## config.mk

```make
export PLATFORM = sky130hd
export DESIGN_NAME = aes_ram
export DESIGN_NICKNAME = d
export VERILOG_FILES = /design/src/sv/aes_ram.sv
export SDC_FILE = /design/constraint.sdc
export NUM_CORES = 2
export LEC_CHECK = 0
export BUFFER_PORTS_ARGS = -buffer_cell sky130_fd_sc_hd__buf_2
export CAP_MARGIN = 20
export CORE_MARGIN = 5
export CORE_UTILIZATION = 50
export CTS_BUF_LIST = sky130_fd_sc_hd__clkbuf_4 sky130_fd_sc_hd__clkbuf_8
export DETAILED_ROUTE_END_ITERATION = 8
export HOLD_SLACK_MARGIN = 0.1
export PLACE_DENSITY = 0.77
export SLEW_MARGIN = 20
export SYNTH_ARGS = -nofsm -noshare
export SYNTH_HDL_FRONTEND = slang
export SYNTH_SLANG_ARGS = --single-unit
```

## constraint.sdc

```tcl
create_clock -name clk -period 9.45 [get_ports clk]
set_clock_uncertainty 0.1 [all_clocks]
set_input_delay 1.4175 -clock clk [delete_from_list [all_inputs] [get_ports clk]]
set_output_delay 1.4175 -clock clk [all_outputs]
set_load 0.01 [all_outputs]
```

## src/sv/aes_ram.sv

```systemverilog
// Generic single-port-write, single-port-read RAM with registered read data.
`timescale 1ns / 1ps
`default_nettype none
module aes_ram #(
	parameter int Width = 32,
	parameter int Depth = 60
) (
	input  wire logic                     clk,
	input  wire logic                     we,
	input  wire logic [$clog2(Depth)-1:0] waddr,
	input  wire logic [Width-1:0]         wdata,
	input  wire logic [$clog2(Depth)-1:0] raddr,
	output logic      [Width-1:0]         rdata
);
	logic [Width-1:0] mem [Depth];

	always_ff @(posedge clk) begin
		if (we) begin
			mem[waddr] <= wdata;
		end
		rdata <= mem[raddr];
	end
endmodule
`default_nettype wire

```

==> results.toml <==
[status]
status = "finished, final reports clean"

[power_and_ir_drop]
p_switching_mw = 3.61
powerDensity_nw_per_um2 = 208
swShare_pct = 21.0
leakage_nw = 25.9
ir_drop_mv = 0.161
p_int_mw = 13.6
pwr-share-clk_pct = 39.3
pwr-share-seq_pct = 56.1
power_frac_comb_pct = 4.6

[place]
gp_congestion = 0.768
place_area_um2 = 76900
portBuffers = 77
dp_hpwl_um = 89700

[yosys]
synth_area_per_cell_um2 = 22.6
syn_area_um2 = 73800
synthDominantCellAreaShare_pct = 78.1
syn_inst = 3264
seq_area_frac_synth_pct = 79.0
yosysWarnings = 0
ys_seq_elements = 1952
yosys.area.top_type = "edfxtp_1"
synthTopCellsByArea = "edfxtp_1 (78%), mux4_2 (14%), a22oi_1 (1.1%)"
synth_cell_types = 38
syn_nets = 3310

[sta]
period_share_pct = 43.7
clock.fmax_ghz = 0.242
final_max_slew_viol_count = 0
worst_pin_slew_ns = 1.17
setup_viol = 0
grt_setup_unrepaired = "false"
period_minus_slack_ns = 4.13
relSlewSlack_pct = 22.0
hold_violations = 0
fin_tns_setup_ns = 0

[grt]
track_usage_pct = 22.2
grt_start_max_net_pins = 129
overflow = 0
antenna_found_initial = 12
grt_pass1_wl_um = 252000
grt_pass1_vias = 37100

[floorplanning]
die_y_um = 394
pin_count = 78
start_util_pct = 50.1
dieWidth_um = 394
dieArea_um2 = 155000
rows = 141
fp.coreArea_um2 = 147000

[critical_path]
slowest_delay_ns = 0.83
start_kind = "primary input"
cp_slowest_cell = "buf_4"
worstPathArrival_ns = 4.86
rr_worst_depth = 4
rr_endpoint = "rdata[31]"
r2r_start = "mem[27][31]"
path_max_fanout = 80
end_kind = "flop"
crit_required_ns = 10.19
cpMostUsedCell = "buf_4"
r2r_slack_ns = 7.30
crit_chain = "buf_8, buf_4, buf_4, mux4_2, a22oi_1, nand2_1, a21oi_1, o211ai_1"
critPathKind = "in -> reg"

[drt]
drt_iter0_markers = 4505
wl_per_cell_um = 30.3
postRouteAntennaNets = 0
via_per_inst = 6.33
wirelength_um = 172000
vias = 36000
drc = 0
drt_first_pass_iters = 5

[finish]
seq_area_um2 = 58300
fin_area_um2 = 82600
fin_nets = 3596
synthToLayoutAreaGrowth_pct = 12.0
multiInputGateArea_um2 = 15000
drive_above_1_share_pct = 31.6
fillCellCount = 10300

[clock_network]
cts_buffers = 303
insertion_delay_ns = 0.98
ctsHoldBuffers = 0
clkSlewWorstSetupHoldPaths_ns = 0.07
cts.path.max_buffers = 4
cts_root_buffer = "clkbuf_8"
ctsResizeCount = 0
cts_tree = "built"
cts_setup_buffers = 0
htreeDepth = 5
cts_sinks = 1952

[hold_path]
hold_depth = 4
min_from = "mem[57][30]"
hold_class = "reg -> reg"
hold_end = "rdata[30]"

[run]
maxCapViolations = 0
==> how the worst max path moves through the flow <==
stage,slack [ns],endpoint,start
3_5_place_dp,4.30,rdata[14],raddr[1]
2_1_floorplan,4.79,mem[32][0],waddr[4]
6_report,5.32,rdata[14],raddr[1]
3_3_place_gp,4.39,rdata[14],raddr[1]
4_1_cts,5.39,rdata[14],raddr[1]
5_1_grt,5.24,rdata[14],raddr[1]
==> critical path, delay by kind of cell <==
kind	cells	cell delay (ns)
buffers and inverters	3	1.95
AOI/OAI and AO/OA	3	0.71
muxes	1	0.40
and+or+nand+nor	1	0.18
==> layout by cell type, fill, tap and decap left out, types with 21 or more instances in the layout <==
master    count
edfxtp_1   1920
clkbuf_4    112
buf_2        66
a21oi_1      45
clkinv_2     21
o211ai_1     32
nor2_1       22
dfxtp_1      32
a22o_1       26
buf_4        95
mux2i_1      38
nand3_1      43
clkbuf_8    320
nor2_4       60
clkinv_1     39
nand2_1      62
mux4_2      461
o21ai_0      65
a22oi_1     109
==> per-layer routing <==
layer	GRT usage, %	up-vias	wire, µm
met5	0	-	48
met2	34.6	2339	82600
met3	5.19	351	20000
li1	-	14500	-
met4	7.94	6	5400
met1	31.1	18800	64100
==> sequential cells by signal (all words and copies together), names as in the netlist <==
name / count
mem: 1920
rdata: 32
==> power groups by stage <==
stage	sequential, mW	clock [mW]	combinational, mW
floorplan	9.79	0	0.458
global placement	9.80	0	0.776
detailed placement	9.80	0	0.795
CTS	9.62	6.84	0.797
global route	9.62	7.25	0.848
finish	9.62	6.75	0.796
==> synthesized netlist by cell type <==
library cell	number
a21oi_1	45
a221oi_1	19
a22o_1	26
a22oi_1	109
a31o_2	13
a31oi_1	19
and2_1	4
and3_1	19
buf_1	22
buf_12	4
buf_2	42
buf_4	15
buf_6	12
buf_8	3
clkbuf_1	91
dfxtp_1	32
edfxtp_1	1920
inv_1	1
inv_2	2
mux2i_1	38
mux4_2	461
nand2_1	62
nand2b_1	3
nand3_1	43
nand3b_1	3
nand4_1	2
nand4b_1	1
nor2_1	86
nor2b_1	8
nor3_1	2
o211a_1	19
o211ai_1	32
o21a_1	19
o21ai_0	65
o21ai_1	18
or2_2	1
or3_1	1
or3b_2	2
==> logic make-up (layout without fill, tap and decap cells) <==
kind of cell | after synthesis | after routing | share of synthesized area [%]
AOI/OAI and AO/OA | 384 | 384 | 3.60
other | 0 | 6 | 0
DFF | 1952 | 1952 | 79.0
buffers and inverters | 192 | 677 | 1.38
and+or+nand+nor | 237 | 237 | 1.45
muxes | 499 | 499 | 14.6
==> per-stage QoR <==
step	cells	hold slack (ns)	worst slack [ns]	total power, mW	util (%)
2_1_floorplan	3264	0.670	4.79	10.2	-
3_3_place_gp	5173	0.691	4.39	10.6	52.2
3_5_place_dp	5173	0.717	4.30	10.6	52.2
4_1_cts	5677	0.719	5.39	17.3	56.0
5_1_grt	5680	0.761	5.24	17.7	56.1
6_report	5685	0.715	5.32	17.2	56.1
==> layout make-up <==
type	count	share of cell area, %
Antenna cell	6	0.0182
Clock buffer	432	6.35
Clock inverter	72	0.556
Inverter	3	0.0136
Multi-Input combinational cell	1120	18.1
Sequential cell	1952	70.5
Tap cell	1930	2.92
Timing Repair Buffer	170	1.47
Power figures use the tool's default switching activity.
